[src/sv/bcg_pkg.sv]
// Shared types, constants and register indexes of the button chord gesture detector.
package bcg_pkg;

   localparam int BUTTON_W   = 3;
   localparam int TIME_W     = 32;
   localparam int LONG_W     = 14;
   localparam int HOLD_W     = 16;
   localparam int CSR_IDX_W  = 2;
   localparam int CSR_DATA_W = 16;

   localparam logic [BUTTON_W-1:0] ALL_BUTTONS = 3'h7;

   localparam logic [LONG_W-1:0] LONG_MIN_MS   = 14'd200;
   localparam logic [LONG_W-1:0] LONG_MAX_MS   = 14'd10000;
   localparam logic [LONG_W-1:0] LONG_RESET_MS = 14'd1000;
   localparam logic [HOLD_W-1:0] HOLD_RESET_MS = 16'd10000;

   // held / 250 == (held >> 1) / 125; the quotient by 125 of a 31-bit value is
   // (x * ceil(2^38 / 125)) >> 38, exact over the whole 31-bit range.
   localparam logic [TIME_W-1:0] BLINK_RECIP = 32'd2199023256;
   localparam int                BLINK_SHIFT = 38;

   localparam logic [CSR_IDX_W-1:0] CSR_LONG_PRESS  = 2'd0;
   localparam logic [CSR_IDX_W-1:0] CSR_CONFIG_HOLD = 2'd1;

   typedef struct packed {
      logic [LONG_W-1:0] long_limit_ms;
      logic [HOLD_W-1:0] config_hold_ms;
   } cfg_type;

endpackage

[src/sv/bcg_csr.sv]
// Configuration registers of the button chord gesture detector.
module bcg_csr (
   input  logic                               clock,
   input  logic                               reset,
   input  logic                               wr_en,
   input  logic [bcg_pkg::CSR_IDX_W-1:0]      wr_index,
   input  logic [bcg_pkg::CSR_DATA_W-1:0]     wr_data,
   output bcg_pkg::cfg_type                   cfg
);

   logic [bcg_pkg::LONG_W-1:0] long_ff, long_in;
   logic [bcg_pkg::HOLD_W-1:0] hold_ff, hold_in;
   logic [bcg_pkg::LONG_W-1:0] long_raw;

   always_comb begin
      long_raw = wr_data[bcg_pkg::LONG_W-1:0];
      long_in  = long_ff;
      hold_in  = hold_ff;
      if (wr_en) begin
         unique case (wr_index)
            bcg_pkg::CSR_LONG_PRESS: begin
               // clamp to the legal long-press range
               if (long_raw < bcg_pkg::LONG_MIN_MS) begin
                  long_in = bcg_pkg::LONG_MIN_MS;
               end else if (long_raw > bcg_pkg::LONG_MAX_MS) begin
                  long_in = bcg_pkg::LONG_MAX_MS;
               end else begin
                  long_in = long_raw;
               end
            end
            bcg_pkg::CSR_CONFIG_HOLD: begin
               hold_in = wr_data[bcg_pkg::HOLD_W-1:0];
            end
            default: begin
            end
         endcase
      end
   end

   always_ff @(posedge clock) begin
      if (reset) begin
         long_ff <= bcg_pkg::LONG_RESET_MS;
         hold_ff <= bcg_pkg::HOLD_RESET_MS;
      end else begin
         long_ff <= long_in;
         hold_ff <= hold_in;
      end
   end

   assign cfg.long_limit_ms  = long_ff;
   assign cfg.config_hold_ms = hold_ff;

endmodule

[src/sv/bcg_blink.sv]
// Blink phase of the status LED: lit while (held / 250) is even.
module bcg_blink (
   input  logic [bcg_pkg::TIME_W-1:0] held,
   output logic                       blink_lit
);

   logic [2*bcg_pkg::TIME_W-2:0] prod;

   // divide by 250 as a halving followed by a reciprocal multiply by 125
   assign prod = (2*bcg_pkg::TIME_W-1)'(held[bcg_pkg::TIME_W-1:1])
               * (2*bcg_pkg::TIME_W-1)'(bcg_pkg::BLINK_RECIP);

   assign blink_lit = ~prod[bcg_pkg::BLINK_SHIFT];

endmodule

[src/sv/button_chord_gesture_detector.sv]
// Top level of the three-button chord gesture detector.
//
// Each item on the req_ channel is one poll sample: a pressed mask of three
// active-high buttons and a millisecond timestamp. From idle, any pressed
// button starts a gesture and stores the start time; later samples OR their
// mask into the latched chord. All three buttons latched and held for
// config_hold_ms (register 1) give a config-chord result, light the LED and
// return to idle. A hold of at least the long-press time (register 0, clamped
// to 200..10000 on write) marks the gesture as long; with all three latched and
// the hold past that time the LED blinks with a 250 ms half-period. Full
// release reports the latched mask and the long flag and turns the LED off.
// Hold time is now_ms minus the start time, modulo 2^32. Every sample gives
// exactly one result item. A sample is held in an input register and
// processed combinationally into the result register, so the block takes
// one item per cycle while rsp_stall does not hold the result register; the
// path from input register to result register (32-bit subtract, 31x32
// reciprocal multiply for the blink phase, compares) sets the clock.
// Configuration writes are taken in every cycle.
module button_chord_gesture_detector (
   input  logic                               clock,
   input  logic                               reset,
   input  logic                               req_valid,
   output logic                               req_stall,
   input  logic [bcg_pkg::BUTTON_W-1:0]       req_buttons,
   input  logic [bcg_pkg::TIME_W-1:0]         req_now_ms,
   output logic                               rsp_valid,
   input  logic                               rsp_stall,
   output logic                               rsp_press_started,
   output logic                               rsp_has_event,
   output logic [bcg_pkg::BUTTON_W-1:0]       rsp_event_mask,
   output logic                               rsp_event_long,
   output logic                               rsp_config_chord,
   output logic                               rsp_led_on,
   input  logic                               csr_valid,
   output logic                               csr_ready,
   input  logic [bcg_pkg::CSR_IDX_W-1:0]      csr_index,
   input  logic [bcg_pkg::CSR_DATA_W-1:0]     csr_wdata
);

   bcg_pkg::cfg_type cfg;

   // input register
   logic                          in_valid_ff;
   logic [bcg_pkg::BUTTON_W-1:0]  in_buttons_ff;
   logic [bcg_pkg::TIME_W-1:0]    in_now_ff;

   // gesture state
   logic                          active_ff, active_in;
   logic [bcg_pkg::BUTTON_W-1:0]  chord_ff, chord_in;
   logic [bcg_pkg::TIME_W-1:0]    start_ff, start_in;
   logic                          long_ff, long_in;
   logic                          led_ff, led_in;

   // result register
   logic                          rsp_valid_ff;
   logic                          started_ff, started_in;
   logic                          has_ev_ff, has_ev_in;
   logic [bcg_pkg::BUTTON_W-1:0]  ev_mask_ff, ev_mask_in;
   logic                          ev_long_ff, ev_long_in;
   logic                          cfg_chord_ff, cfg_chord_in;

   logic                          advance;
   logic                          take;
   logic                          step;
   logic [bcg_pkg::BUTTON_W-1:0]  chord_or;
   logic [bcg_pkg::TIME_W-1:0]    held;
   logic                          blink_lit;
   logic                          all_latched;

   // configuration registers are always ready
   assign csr_ready = 1'b1;

   bcg_csr u_csr (
      .clock    (clock),
      .reset    (reset),
      .wr_en    (csr_valid),
      .wr_index (csr_index),
      .wr_data  (csr_wdata),
      .cfg      (cfg)
   );

   // handshake: the result register frees whenever its item is taken
   assign advance   = !rsp_valid_ff || !rsp_stall;
   assign req_stall = in_valid_ff && !advance;
   assign take      = req_valid && !req_stall;
   assign step      = in_valid_ff && advance;

   assign chord_or    = chord_ff | in_buttons_ff;
   assign held        = in_now_ff - start_ff;
   assign all_latched = (chord_or == bcg_pkg::ALL_BUTTONS);

   bcg_blink u_blink (
      .held      (held),
      .blink_lit (blink_lit)
   );

   // one sample of the gesture logic
   always_comb begin
      active_in    = active_ff;
      chord_in     = chord_ff;
      start_in     = start_ff;
      long_in      = long_ff;
      led_in       = led_ff;
      started_in   = 1'b0;
      has_ev_in    = 1'b0;
      ev_mask_in   = '0;
      ev_long_in   = 1'b0;
      cfg_chord_in = 1'b0;
      if (!active_ff) begin
         // start a gesture on any press
         if (in_buttons_ff != '0) begin
            active_in  = 1'b1;
            start_in   = in_now_ff;
            chord_in   = in_buttons_ff;
            long_in    = 1'b0;
            started_in = 1'b1;
         end
      end else begin
         chord_in = chord_or;
         if (all_latched && (held >= bcg_pkg::TIME_W'(cfg.config_hold_ms))) begin
            // config chord: light the LED and drop back to idle
            led_in       = 1'b1;
            cfg_chord_in = 1'b1;
            active_in    = 1'b0;
         end else begin
            if (held >= bcg_pkg::TIME_W'(cfg.long_limit_ms)) begin
               long_in = 1'b1;
            end
            if (all_latched && (held > bcg_pkg::TIME_W'(cfg.long_limit_ms))) begin
               led_in = blink_lit;
            end
            if (in_buttons_ff == '0) begin
               // full release: report the chord and turn the LED off
               active_in = 1'b0;
               led_in    = 1'b0;
               if (chord_or != '0) begin
                  has_ev_in  = 1'b1;
                  ev_mask_in = chord_or;
                  ev_long_in = long_in;
               end
            end
         end
      end
   end

   always_ff @(posedge clock) begin
      if (reset) begin
         in_valid_ff <= 1'b0;
      end else if (!req_stall) begin
         in_valid_ff <= req_valid;
      end
   end

   always_ff @(posedge clock) begin
      if (take) begin
         in_buttons_ff <= req_buttons;
         in_now_ff     <= req_now_ms;
      end
   end

   always_ff @(posedge clock) begin
      if (reset) begin
         active_ff <= 1'b0;
         chord_ff  <= '0;
         start_ff  <= '0;
         long_ff   <= 1'b0;
         led_ff    <= 1'b0;
      end else if (step) begin
         active_ff <= active_in;
         chord_ff  <= chord_in;
         start_ff  <= start_in;
         long_ff   <= long_in;
         led_ff    <= led_in;
      end
   end

   always_ff @(posedge clock) begin
      if (reset) begin
         rsp_valid_ff <= 1'b0;
      end else if (advance) begin
         rsp_valid_ff <= in_valid_ff;
      end
   end

   // hold the result payload while it waits to be taken
   always_ff @(posedge clock) begin
      if (step) begin
         started_ff   <= started_in;
         has_ev_ff    <= has_ev_in;
         ev_mask_ff   <= ev_mask_in;
         ev_long_ff   <= ev_long_in;
         cfg_chord_ff <= cfg_chord_in;
      end
   end

   assign rsp_valid         = rsp_valid_ff;
   assign rsp_press_started = started_ff;
   assign rsp_has_event     = has_ev_ff;
   assign rsp_event_mask    = ev_mask_ff;
   assign rsp_event_long    = ev_long_ff;
   assign rsp_config_chord  = cfg_chord_ff;
   assign rsp_led_on        = led_ff;

`ifndef NO_ASSERTIONS
   // a config chord always leaves the LED lit
   a_cfg_led: assert property (@(posedge clock) disable iff (reset)
      rsp_valid && rsp_config_chord |-> rsp_led_on)
      else $error("config chord result with LED off");

   // a reported event carries a chord, leaves the LED off and starts nothing
   a_event: assert property (@(posedge clock) disable iff (reset)
      rsp_valid && rsp_has_event |->
         (rsp_event_mask != '0) && !rsp_led_on && !rsp_press_started && !rsp_config_chord)
      else $error("malformed release event");

   // mask and long flag appear only with an event
   a_no_event: assert property (@(posedge clock) disable iff (reset)
      rsp_valid && !rsp_has_event |-> (rsp_event_mask == '0) && !rsp_event_long)
      else $error("event fields set without an event");

   // a sample starting a gesture leaves the block active
   a_start_active: assert property (@(posedge clock) disable iff (reset)
      step && started_in |=> active_ff)
      else $error("gesture start did not take effect");
`endif

endmodule

[config.mk]
export PLATFORM = sky130hd
export DESIGN_NAME = button_chord_gesture_detector
export DESIGN_NICKNAME = d
export VERILOG_FILES = /design/src/sv/bcg_pkg.sv /design/src/sv/bcg_csr.sv /design/src/sv/bcg_blink.sv /design/src/sv/button_chord_gesture_detector.sv
export SDC_FILE = /design/constraint.sdc
export NUM_CORES = 1
export LEC_CHECK = 0
export ABC_AREA = 1
export BUFFER_PORTS_ARGS = -buffer_cell sky130_fd_sc_hd__buf_2
export CORE_MARGIN = 5
export CORE_UTILIZATION = 42
export CTS_CLUSTER_DIAMETER = 150
export DETAILED_ROUTE_END_ITERATION = 6
export SYNTH_ARGS = -nofsm -noshare
export SYNTH_HDL_FRONTEND = slang
export SYNTH_SLANG_ARGS = --single-unit
[constraint.sdc]
create_clock -name clock -period 10.1 [get_ports clock]
set_clock_uncertainty 0.2 [all_clocks]
set_input_delay 0.505 -clock clock [delete_from_list [all_inputs] [get_ports clock]]
set_output_delay 0.505 -clock clock [all_outputs]
set_load 0.03 [all_outputs]
Word-level counts from Yosys, hierarchy flattened
Index checks and enable logic that the tools add are counted.
- output and inout port bits: 11
- input bits: 58
- register bits after elaboration: 112
- logic and storage cells: 72
- multipliers: 1
- mux-type cells: 17
- reduce and logical (&&, ||, !) cells: 24
- bitwise operators: 5
- equality and inequality tests: 3
- add/sub/neg operators: 1
- $lt $le $gt $ge: 5
- operators with widths (kind ; number):
    31-bit by 29-bit multiplier with 36-bit output (second input constant) ; 1
    32-bit by 14-bit >= comparator with 1-bit output ; 1
    32-bit by 16-bit >= comparator with 1-bit output ; 1
    32-bit by 14-bit greater-than comparator with 1-bit output ; 1
    32-bit subtractor ; 1
    14-bit 2-to-1 mux ; 2
    14-bit greater-than comparator (second input constant) ; 1
    14-bit by 8-bit less-than comparator with 1-bit output (second input constant) ; 1
    1-bit 2-to-1 mux ; 13
    3-bit AND reduction ; 3
    3-bit nonzero test ; 3
    3-bit 2-to-1 mux ; 2
    2-bit AND reduction ; 3
    1-bit logical AND ; 5
    1-bit zero test ; 4
    1-bit inverter ; 4
    4-bit OR reduction ; 1
    3-bit == test (second input constant) ; 1
    3-bit zero test ; 1
    3-bit bitwise OR ; 1
    3-bit OR reduction ; 1
    2-bit by 1-bit == test with 1-bit output (second input constant) ; 1
    2-bit zero test ; 1
    2-bit != test (second input constant) ; 1
    2 further kinds ; 2

Logic depth before layout (Yosys ltp)
Gate-level depths: netlist of run 1.
- depth after elaboration: 6
- depth in mapped cells: 43
- gate-level depth less buffers: 43

Hierarchy
Synthesis of run 1 repeated with hierarchy kept, for this count alone.
- cell total of the unflattened synthesis: 2005
- area, all modules: 16583.4 um^2
- modules (own cells, without submodules) (module ; cells an instance ; seq. area each (um^2) ; instances ; area an instance (um^2)):
    bcg_blink ; 917 ; 0.0 ; 1 ; 9051.2
    button_chord_gesture_detector ; 917 ; 2062.0 ; 1 ; 6301.0
    bcg_csr ; 171 ; 600.6 ; 1 ; 1231.2

Least setup slack after synthesis of run 1
OpenSTA, ideal clock, no wires.
- path kind: reg-to-reg
- from: register in_now_ff[0] (netlist bit)
- to: register led_ff, in the netlist rsp_led_on
- setup slack: 2.284 ns
- clock period less this slack: 7.816 ns
- library setup time: 0.113 ns
- stages on the path, launching flop included: 39
- buffers on the path: 0
- data required time: 9.787 ns
- arrival time: 7.503 ns
- cells stage by stage: edfxtp_1 inv_1 ha_1 inv_1 fa_1 nand3_1 nand3_1 nand4_1 nand3_1 a21o_1 xnor2_1 inv_1 ha_1 fa_1 fa_1 inv_1 fa_1 inv_1 [... 3 more ...] inv_1 fa_1 inv_1 fa_1 inv_1 ha_1 nand2_1 nor3_1 and3_1 nand4_1 nand3_1 inv_1 nand2_1 nand2_1 nor2_1 nor2_1 nor2_1 nor2_1
- longest elaborated chain between the ends: 6
- elaborated cells between the ends (all ways): 12
- classes of those cells: add/sub: 1; mul: 1; order compare: 2; mux: 3; bitwise: 1; reduce/logical: 4
- ends and longest elaborated chain (what ; line ; source):
    from (decl) ; button_chord_gesture_detector.sv:45 ; logic [bcg_pkg::TIME_W-1:0] in_now_ff;
    from (signal assigned) ; button_chord_gesture_detector.sv:157 ; in_now_ff <= req_now_ms;
    32-bit subtractor * ; button_chord_gesture_detector.sv:89 ; assign held = in_now_ff - start_ff;
    31-bit by 29-bit multiplier with 36-bit output ; bcg_blink.sv:11 ; * (2*bcg_pkg::TIME_W-1)'(bcg_pkg::BLINK_RECIP);
    1-bit inverter ; bcg_blink.sv:13 ; assign blink_lit = ~prod[bcg_pkg::BLINK_SHIFT];
    1-bit 2-to-1 mux ; button_chord_gesture_detector.sv:129 ; if (all_latched && (held > bcg_pkg::TIME_W'(cfg.long_limit_ms))) begin
    1-bit 2-to-1 mux ; button_chord_gesture_detector.sv:132 ; if (in_buttons_ff == '0) begin
    1-bit 2-to-1 mux ; button_chord_gesture_detector.sv:120 ; if (all_latched && (held >= bcg_pkg::TIME_W'(cfg.config_hold_ms))) begin
    to (signal assigned) ; button_chord_gesture_detector.sv:173 ; led_ff <= led_in;
    to (decl) ; button_chord_gesture_detector.sv:52 ; logic led_ff, led_in;
Mark *: on every way between the ends. The rest lies on a longest branch, timed or not. The select of a mux whose other input is x is not followed.
A chain may end at the register's enable or synchronous reset.

Final worst setup path of run 1
- from: register in_now_ff[12] (netlist bit)
- to: register led_ff, in the netlist rsp_led_on
The elaborated chain is that of the path after synthesis.

==> results of run 1 <==
==> stage by stage <==
stage / utilization / instance area (sq um) / hold slack (ps) / instances / worst slack (ps)
after detailed placement: 0.451 / 17400 / 250 / 2518 / 1290
after floorplan: - / 16400 / 233 / 1934 / 2280
after global routing: 0.459 / 17700 / 90.9 / 2534 / 632
after global placement: 0.451 / 17400 / 242 / 2518 / 1450
final: 0.459 / 17700 / 108 / 2534 / 1300
after CTS: 0.459 / 17700 / 88.8 / 2534 / 1270
==> cell type report <==
| type | instances | area (sq um) | area share |
|---|---|---|---|
| Multi-Input combinational cell | 1280 | 11700 | 0.659 |
| Tap cell | 518 | 648 | 0.0366 |
| Clock inverter | 7 | 83.8 | 0.00473 |
| Sequential cell | 112 | 2660 | 0.150 |
| Clock buffer | 9 | 225 | 0.0127 |
| Timing Repair Buffer | 82 | 448 | 0.0253 |
| Inverter | 526 | 1970 | 0.111 |
==> flip-flops by register name, summed over array words and instances, names as in the netlist <==
name,flops
in_now_ff,32
start_ff,32
u_csr.hold_ff,16
u_csr.long_ff,14
chord_ff,3
in_buttons_ff,3
rsp_event_mask,3
active_ff,1
in_valid_ff,1
long_ff,1
rsp_config_chord,1
rsp_event_long,1
rsp_has_event,1
rsp_led_on,1
rsp_press_started,1
rsp_valid,1
==> Yosys cell counts, drive strengths merged, types with 2 or more instances <==
| cell type | n |
|---|---|
| a21oi | 103 |
| inv | 523 |
| a31oi | 2 |
| clkinv | 3 |
| nand2 | 330 |
| fa | 213 |
| a2111oi | 2 |
| nand4 | 16 |
| nand3b | 8 |
| o21a | 3 |
| nand3 | 90 |
| nor3 | 16 |
| ha | 288 |
| a21o | 2 |
| nor4 | 2 |
| xor2 | 16 |
| and3 | 3 |
| o211ai | 14 |
| clkbuf | 15 |
| nor2 | 81 |
| o21ai | 68 |
| edfxtp | 42 |
| xnor2 | 12 |
| o21bai | 7 |
| dfxtp | 70 |
==> path summary, 6_finish.rpt <==
| path | slack [ps] | cells past startpoint | start | end |
|---|---|---|---|---|
| hold reg to reg | 260 | 2 | start_ff[15] | start_ff[15] |
| setup / recovery | 1300 | 37 | in_now_ff[12] | rsp_led_on |
| hold / removal | 110 | 1 | req_now_ms[26] | in_now_ff[26] |
| setup reg to reg | 1300 | 37 | in_now_ff[12] | rsp_led_on |
==> cells by family after synthesis <==
logic type,share of synthesized area
buffers and inverters,0.125
adders and majority gates,0.481
AOI/OAI and AO/OA,0.0683
other,0.000229
DFF,0.163
xor gates and xnor gates,0.0150
and+or+nand+nor,0.148
==> worst max-delay path: cells and delay by family, from the launching register on <==
kind          cells  cell delay (ps)
xor+xnor          1              660
simple gates     19             2480
buf+inv           7              380
flops             1              390
fa+ha+maj        10             4580
==> layer usage <==
metal  up-vias  part of all wire  track usage
met5         -                 0            0
met4         0             0.031       0.0595
met3        66             0.041       0.0252
met2       232              0.48        0.333
met1      5835              0.45        0.255
li1       6160                 -            -
==> results.tsv, run 1 <==
stage	metric	value	unit
worst_setup_path	Req. time, crit path	10170	ps
cells_and_area	ant diodes	0	
worst_setup_path	CP Capture Type	flip-flop	
cells_and_area	share of cells above drive strength 1	0.0734	
clock_tree	maximum level of the CTS H-tree	3	
clock_tree	Clock transition at path regs	80	ps
die	die width	207	um
worst_setup_path	most used cell, CP	fa_1	
die	Initial Utilization	0.424	
logic_synthesis	Seq/Total Area, Yosys	0.163	
sta	Worst Max-Slew Pin Slew	946	ps
logic_synthesis	syn_nets	2493	
logic_synthesis	post-synth top area share	0.261	
clock_tree	CTS tree	yes	
die	core area	0.0386	sq mm
sta	period utilisation layout	0.871	
logic_synthesis	FF+latch count, synth	112	
sta	Final setup viols	0	
detailed_routing	detailed-route DRC error count	0	
detailed_routing	DRT Pass-1 Iters	6	
sta	Fmax	0.114	GHz
placed_design	Port Buf Inserts	67	
logic_synthesis	Synth area leader	fa_1	
outcome	status	completed	
cells_and_area	most frequent cells in the layout	inv_1, nand2_1, ha_1	
detailed_routing	Final Routed Wirelength	40.4	mm
placed_design	RePlAce Congestion	0.913	
worst_setup_path	crit start category	flip-flop	
cells_and_area	Filler cells	3884	
sta	RSZ-0062 raised after global routing	false	
grt	global route overflow	0	
grt	Tot GR Track Use	0.193	
logic_synthesis	Async SR Flop Fraction	0	
worst_hold_path	class of the worst hold path	in -> reg	
worst_setup_path	critical path type	reg -> reg	
die	Die Ht	207	um
logic_synthesis	EDFF count, synth	42	
logic_synthesis	Yosys cell types	41	
logic_synthesis	mean area per synthesized cell	8.45	sq um
worst_setup_path	slowest cell on the critical path	xor2_1	
clock_tree	clk root buf	clkbuf_16	
grt	vias in the first global route	13200	
worst_setup_path	Critical Path Max Stage Delay	660	ps
detailed_routing	DRT iter0 DRCs	596	
worst_setup_path	CP Max Fanout	7	
detailed_routing	Vias	12300	
clock_tree	post-cts gate resize count	0	
logic_synthesis	YS warnings	0	
detailed_routing	routed len/inst	16.0	um
logic_synthesis	Area contributors post-synth	fa_1, ha_1, inv_1	
logic_synthesis	cells after synthesis	1934	
worst_setup_path	Arr. time, crit path	8870	ps
sta	Final Hold Vio Count	0	
clock_tree	CTS Sinks	112	
grt	first-pass GRT wire length	67.2	mm
placed_design	Post-DP HPWL	34.9	mm
die	Die ar.	0.0430	sq mm
sta	Relative slew margins	0.367	
detailed_routing	Via density	4.85	
grt	pin count of the biggest net entering global routing	62	
sta	Pins Over Slew Limit	0	
clock_tree	Clock Tree Buf Depth	2	
clock_tree	CTS buffer count	9	
grt	initial antenna violation count	0	
sta	crit path time final	8800	ps
clock_tree	CTS Hold Bufs	0	
cells_and_area	nets	2570	
sta	setup TNS	0	ps
cells_and_area	most common cell after layout, fill and taps aside	inv_1	
logic_synthesis	mapped cell area	0.0164	sq mm
die	row cnt	72	
die	IO Count	69	
clock_tree	Post CTS Setup Buffer Count	0	
detailed_routing	DRT antenna net count	0	
clock_tree	Skew-Pair Late Insertion Delay	370	ps
logic_synthesis	Top FF cell, synth	dfxtp_1	
cells_and_area	synthesis-to-layout area growth	8.32	%
run	MaxCap Viol Count	0	
Power of run 1 is not shown: default switching activity piles up to over one toggle a cycle in this logic, so the estimate is an artifact.
==> run 2, diff against run 1 <==
--- a/config.mk
+++ b/config.mk
@@ -5,7 +5,6 @@
 export SDC_FILE = /design/constraint.sdc
 export NUM_CORES = 1
 export LEC_CHECK = 0
-export ABC_AREA = 1
 export BUFFER_PORTS_ARGS = -buffer_cell sky130_fd_sc_hd__buf_2
 export CORE_MARGIN = 5
 export CORE_UTILIZATION = 42
==> run 2 against run 1 <==
Compared with the run above: setup slack worse by 800 ps; critical path depth unchanged; final cell count decreased by 14%; clock-buffer cell count unchanged; highest routed layer unchanged; synthesized area down 4.2%; die area down 4.0%; register-to-register slack got worse by 800 ps; utilization is 0.50 points higher; via count down 9.2%; global-route usage down 0.078 points; synthesized cell count is 16% lower.
==> results.tsv, run 2 <==
stage	metric	value	unit	change
outcome	status	completed		
grt	vias in the first global route	12000		-9.7%
logic_synthesis	Area contributors post-synth	fa_1, ha_1, inv_1		
logic_synthesis	mux share of post-synthesis cell area	0.00271		+0.00271
worst_setup_path	Critical Path Max Stage Delay	540	ps	-120 ps
die	IO Count	69		unchanged
detailed_routing	detailed-route DRC error count	0		unchanged
worst_setup_path	crit path from	in_now_ff[0]		
worst_setup_path	Arr. time, crit path	9660	ps	+790 ps
detailed_routing	routed len/inst	17.8	um	+12%
placed_design	Post-DP HPWL	32.9	mm	-5.8%
clock_tree	Clock transition at path regs	80	ps	about the same
logic_synthesis	YS warnings	0		unchanged
worst_setup_path	crit path to	rsp_led_on		
die	Die Ht	203	um	-2.0%
clock_tree	Clock Tree Buf Depth	2		unchanged
clock_tree	CTS buffer count	9		unchanged
sta	Relative slew margins	0.317		-0.0504
clock_tree	CTS Sinks	112		unchanged
logic_synthesis	Yosys cell types	79		+93%
detailed_routing	DRT Pass-1 Iters	5		-1
cells_and_area	Finished Core Util	0.464		+0.00504
logic_synthesis	Synth Area in Adders	0.505		+0.0236
worst_setup_path	most used cell, CP	fa_1		
worst_setup_path	FF-to-FF Start	in_now_ff[0]		
logic_synthesis	mapped cell area	0.0157	sq mm	-4.2%
worst_setup_path	CP Max Fanout	3		-4
cells_and_area	share of cells above drive strength 1	0.0880		+0.0146
die	core area	0.0367	sq mm	-4.8%
logic_synthesis	EDFF count, synth	42		unchanged
cells_and_area	ant diodes	0		unchanged
logic_synthesis	Synth Area in XOR/XNOR	0.0388		+0.0238
detailed_routing	DRT iter0 DRCs	649		+8.9%
worst_setup_path	Req. time, crit path	10170	ps	about the same
sta	period utilisation layout	0.950		+0.0790
grt	pin count of the biggest net entering global routing	71		+15%
worst_setup_path	FF-to-FF End	rsp_led_on		
detailed_routing	Final Routed Wirelength	38.7	mm	-4.4%
placed_design	RePlAce Congestion	0.942		+3.2%
logic_synthesis	Synth area leader	fa_1		
clock_tree	clk root buf	clkbuf_16		
worst_setup_path	worst reg2reg path depth	37		unchanged
worst_setup_path	slowest cell on the critical path	fa_1		
die	Die ar.	0.0413	sq mm	-4.0%
placed_design	Post-DP Area	0.0167	sq mm	-4.0%
detailed_routing	Via density	5.13		+5.8%
die	die width	203	um	-2.0%
sta	Pins Over Slew Limit	0		unchanged
sta	Worst Max-Slew Pin Slew	1020	ps	+71.8 ps
worst_setup_path	crit start category	flip-flop		
cells_and_area	biggest regs	in_now_ff: 32 flops, start_ff: 32 flops, u_csr.hold_ff: 16 flops		
logic_synthesis	cells after synthesis	1624		-16%
run	MaxCap Viol Count	0		unchanged
placed_design	Port Buf Inserts	67		unchanged
logic_synthesis	Async SR Flop Fraction	0		unchanged
worst_setup_path	R2R setup slack	500	ps	-800 ps
sta	Final setup viols	0		unchanged
logic_synthesis	Seq/Total Area, Yosys	0.170		+0.00706
worst_hold_path	class of the worst hold path	in -> reg		
logic_synthesis	most instantiated cells after synthesis	inv_1, ha_1, fa_1, nand2_1, a21oi_1		
logic_synthesis	syn_nets	2183		-12%
die	row cnt	70		-2.8%
logic_synthesis	main combinational cell family by area after synthesis	adder cells		
cells_and_area	most common cell after layout, fill and taps aside	inv_1		
cells_and_area	synthesis-to-layout area growth	8.75	%	
logic_synthesis	most frequent cell after synthesis	inv_1		
cells_and_area	Finished Cell Area	0.0170	sq mm	-3.8%
logic_synthesis	post-synth top area share	0.272		+0.0113
grt	initial antenna violation count	0		unchanged
sta	crit path time final	9600	ps	+798 ps
worst_setup_path	critical path type	reg -> reg		
logic_synthesis	mean area per synthesized cell	9.65	sq um	+14%
detailed_routing	Vias	11200		-9.2%
grt	global route overflow	0		unchanged
clock_tree	CTS tree	yes		
clock_tree	Skew-Pair Late Insertion Delay	360	ps	about the same
sta	Final Hold Vio Count	0		unchanged
cells_and_area	most frequent cells in the layout	inv_1, ha_1, fa_1		
worst_setup_path	CP Capture Type	flip-flop		
logic_synthesis	Top FF cell, synth	dfxtp_1		
sta	Fmax	0.104	GHz	-8.3%
clock_tree	maximum level of the CTS H-tree	3		unchanged
cells_and_area	nets	2259		-12%
logic_synthesis	Simple-Gate Fraction of Synth Area	0.0823		-0.0655
die	Initial Utilization	0.427		+0.00297
logic_synthesis	FF+latch count, synth	112		unchanged
detailed_routing	DRT antenna net count	0		unchanged
grt	Tot GR Track Use	0.192		-0.000782
logic_synthesis	complex-gate fraction of the synthesized area	0.0978		+0.0295
clock_tree	CTS Hold Bufs	0		unchanged
grt	first-pass GRT wire length	63.6	mm	-5.3%
## run 2: area by class of cell
| type | count | area [sq um] |
|---|---|---|
| Clock buffer | 9 | 225 |
| Clock inverter | 7 | 67.6 |
| Fill cell | 3482 | 19700 |
| Inverter | 397 | 1490 |
| Multi-Input combinational cell | 1083 | 11500 |
| Sequential cell | 112 | 2660 |
| Tap cell | 468 | 586 |
| Timing Repair Buffer | 97 | 561 |
## run 2: how the worst min path moves through the flow
stage / startpoint / endpoint / depth (start not counted)
2_1_floorplan: u_csr.long_ff[11] / u_csr.long_ff[11] / 2
3_3_place_gp: start_ff[21] / start_ff[21] / 2
3_5_place_dp: start_ff[19] / start_ff[19] / 2
4_1_cts: req_now_ms[24] / in_now_ff[24] / 1
5_1_grt: req_now_ms[3] / in_now_ff[3] / 1
6_report: req_now_ms[22] / in_now_ff[22] / 1
## run 2: cell families after synthesis
group | count (synthesis)
buffers and inverters | 429
adders and majority gates | 505
other | 1
AOI/OAI and AO/OA | 239
DFF | 112
muxes | 3
xor gates and xnor gates | 63
and+or+nand+nor | 272
## run 2: metal layers
layer  part of all wire  track usage  up-vias
met4              0.035       0.0602        0
met1               0.46        0.265     5471
li1                   -            -     5368
met3              0.038       0.0188       65
met2               0.47        0.323      254
met5                  0            0        -
## run 2: repair_timing
item | CTS | global route
buffers inserted | 0 | 0
resized for setup | 0 | 6
endpoints found under the setup margin | 0 | 1
## run 2: critical path: cells and delay by family (launching register included)
family	cells	cell delay, ps
xor gates and xnor gates	1	220
and+or+nand+nor	4	500
buffers and inverters	6	310
AOI/OAI and AO/OA	14	2930
DFF	1	380
adders and majority gates	11	4670
muxes	1	260
## run 2: per-stage QoR
| stage | setup TNS, ps | std cells | setup WS [ps] | hold WS, ps |
|---|---|---|---|---|
| 3_3_place_gp | 0 | 2157 | 668 | 241 |
| 6_report | 0 | 2173 | 502 | 114 |
| 2_1_floorplan | 0 | 1624 | 1070 | 232 |
| 4_1_cts | 0 | 2173 | 443 | 98.2 |
| 3_5_place_dp | 0 | 2157 | 448 | 247 |
| 5_1_grt | -15.7 | 2173 | -15.7 | 99.4 |
Power of run 2 is left out for the same reason.
==> run 3, diff against run 2 <==
--- a/config.mk
+++ b/config.mk
@@ -6,10 +6,14 @@
 export NUM_CORES = 1
 export LEC_CHECK = 0
 export BUFFER_PORTS_ARGS = -buffer_cell sky130_fd_sc_hd__buf_2
+export CELL_PAD_IN_SITES_DETAIL_PLACEMENT = 1
+export CELL_PAD_IN_SITES_GLOBAL_PLACEMENT = 1
 export CORE_MARGIN = 5
 export CORE_UTILIZATION = 42
 export CTS_CLUSTER_DIAMETER = 150
 export DETAILED_ROUTE_END_ITERATION = 6
+export PLACE_DENSITY_LB_ADDON = 0.1
+export SLEW_MARGIN = 40
 export SYNTH_ARGS = -nofsm -noshare
 export SYNTH_HDL_FRONTEND = slang
 export SYNTH_SLANG_ARGS = --single-unit
==> run 3 against run 2 <==
Compared with the run above: sequential cell count is the same; final cell count grew 0.32%; final area grew 0.65%; utilization grew 0.30 points; global-route usage grew 2.3 points; die area is the same; non-clock buffer count grew 7; via count grew 1.1%; critical path type unchanged.
==> results.tsv, run 3 (same netlist as run 2, synthesis figures left out) <==
stage	metric	value	unit	change
grt	pin count of the biggest net entering global routing	71		unchanged
sta	Fmax	0.104	GHz	+0.13%
worst_setup_path	Critical Path Max Stage Delay	570	ps	+30 ps
clock_tree	CTS Sinks	112		unchanged
die	Initial Utilization	0.427		unchanged
cells_and_area	most common cell after layout, fill and taps aside	inv_1		
grt	first-pass GRT wire length	69.4	mm	+9.2%
cells_and_area	ant diodes	0		unchanged
detailed_routing	DRT iter0 DRCs	396		-39%
run	MaxCap Viol Count	0		unchanged
cells_and_area	share of cells above drive strength 1	0.0935		+0.00548
clock_tree	CTS buffer count	9		unchanged
die	IO Count	69		unchanged
cells_and_area	most frequent cells in the layout	inv_1, ha_1, fa_1		
detailed_routing	DRT antenna net count	0		unchanged
worst_setup_path	Req. time, crit path	10180	ps	about the same
clock_tree	clk root buf	clkbuf_16		
detailed_routing	detailed-route DRC error count	0		unchanged
worst_setup_path	critical path type	reg -> reg		
die	row cnt	70		unchanged
worst_hold_path	class of the worst hold path	in -> reg		
detailed_routing	Via density	5.17		+0.74%
detailed_routing	routed len/inst	19.7	um	+11%
sta	setup TNS	0	ps	unchanged
die	core area	0.0367	sq mm	unchanged
die	Die ar.	0.0413	sq mm	unchanged
die	Die Ht	203	um	unchanged
detailed_routing	DRT Pass-1 Iters	4		-1
sta	Worst Max-Slew Pin Slew	773	ps	-244 ps
clock_tree	Skew-Pair Late Insertion Delay	370	ps	about the same
sta	Relative slew margins	0.482		+0.165
worst_setup_path	slowest cell on the critical path	fa_1		
grt	vias in the first global route	12600		+5.0%
placed_design	Port Buf Inserts	67		unchanged
worst_setup_path	most used cell, CP	fa_1		
clock_tree	maximum level of the CTS H-tree	3		unchanged
detailed_routing	Vias	11300		+1.1%
placed_design	Post-DP HPWL	36.4	mm	+11%
worst_hold_path	worst hold start	req_now_ms[17]		
worst_setup_path	FF-to-FF Start	in_now_ff[0]		
sta	Pins Over Slew Limit	0		unchanged
detailed_routing	Final Routed Wirelength	42.9	mm	+11%
sta	period utilisation layout	0.949		-0.00122
worst_setup_path	CP Capture Type	flip-flop		
grt	global route overflow	0		unchanged
worst_setup_path	crit start category	flip-flop		
sta	RSZ-0062 raised after global routing	false		
cells_and_area	biggest regs	in_now_ff: 32 flops, start_ff: 32 flops, u_csr.hold_ff: 16 flops		
clock_tree	CTS tree	yes		
worst_setup_path	crit path from	in_now_ff[0]		
placed_design	RePlAce Congestion	0.885		-6.1%
grt	Tot GR Track Use	0.215		+0.0229
sta	Final setup viols	0		unchanged
worst_setup_path	Arr. time, crit path	9660	ps	about the same
cells_and_area	synthesis-to-layout area growth	9.46	%	
placed_design	Post-DP Area	0.0168	sq mm	+0.31%
sta	Final Hold Vio Count	0		unchanged
clock_tree	Clock transition at path regs	90	ps	about the same
worst_setup_path	CP Max Fanout	4		+1
clock_tree	Clock Tree Buf Depth	2		unchanged
die	die width	203	um	unchanged
outcome	status	completed		
grt	initial antenna violation count	0		unchanged
sta	crit path time final	9590	ps	-12.3 ps
cells_and_area	nets	2266		+0.31%
cells_and_area	Finished Cell Area	0.0172	sq mm	+0.65%
[run 3: cell count changes in the layout (fill, tap and decap cells not counted), sizes merged]
| cell | delta |
|---|---|
| clkinvlp | -1 |
| buf | +7 |
| clkinv | +1 |
[run 3: final timing paths]
| path | end | slack (ps) | cells past startpoint |
|---|---|---|---|
| hold reg to reg | u_csr.hold_ff[5] | 260 | 2 |
| setup / recovery | rsp_led_on | 510 | 34 |
| setup reg to reg | rsp_led_on | 510 | 34 |
| hold / removal | in_now_ff[17] | 100 | 1 |
[run 3: worst max-delay path, delay by kind of cell, from the launching register on]
kind / cells / cell delay (ps)
flops: 1 / 390
simple gates: 6 / 1190
xor+xnor: 1 / 360
buf+inv: 7 / 510
compound gates: 9 / 1910
fa+ha+maj: 11 / 4890
[run 3: area by class of cell]
| type | count | area [sq um] |
|---|---|---|
| timing repair buffer | 104 | 633 |
| fill | 4191 | 19500 |
| multi-input combinational | 1083 | 11500 |
| sequential | 112 | 2660 |
| tap | 468 | 586 |
| clock inverter | 7 | 80.1 |
| clock buffer | 9 | 225 |
| inverter | 397 | 1490 |
[run 3: routing by layer]
metal | global-route usage | vias up | part of all wire
li1 | - | 5393 | -
met3 | 0.0192 | 42 | 0.024
met1 | 0.291 | 5694 | 0.46
met4 | 0.0491 | 0 | 0.022
met2 | 0.378 | 148 | 0.49
met5 | 0 | - | 0
[run 3: per-stage QoR]
stage          setup slack [ps]  hold slack (ps)  std cells  utilization
6_report                    515             99.5       2180        0.467
5_1_grt                    2.50             81.1       2180        0.467
4_1_cts                     192             82.7       2177        0.465
3_5_place_dp                252              247       2161        0.457
3_3_place_gp                530              242       2160        0.456
2_1_floorplan              1070              232       1624            -
[run 3: repair_timing]
action,4_1_cts,5_1_grt
hold endpoints to repair,0,0
buffers inserted,0,2
gates resized for setup,0,6
endpoints found under the setup margin,0,1
hold buffers,0,0
Power of run 3 is left out for the same reason.
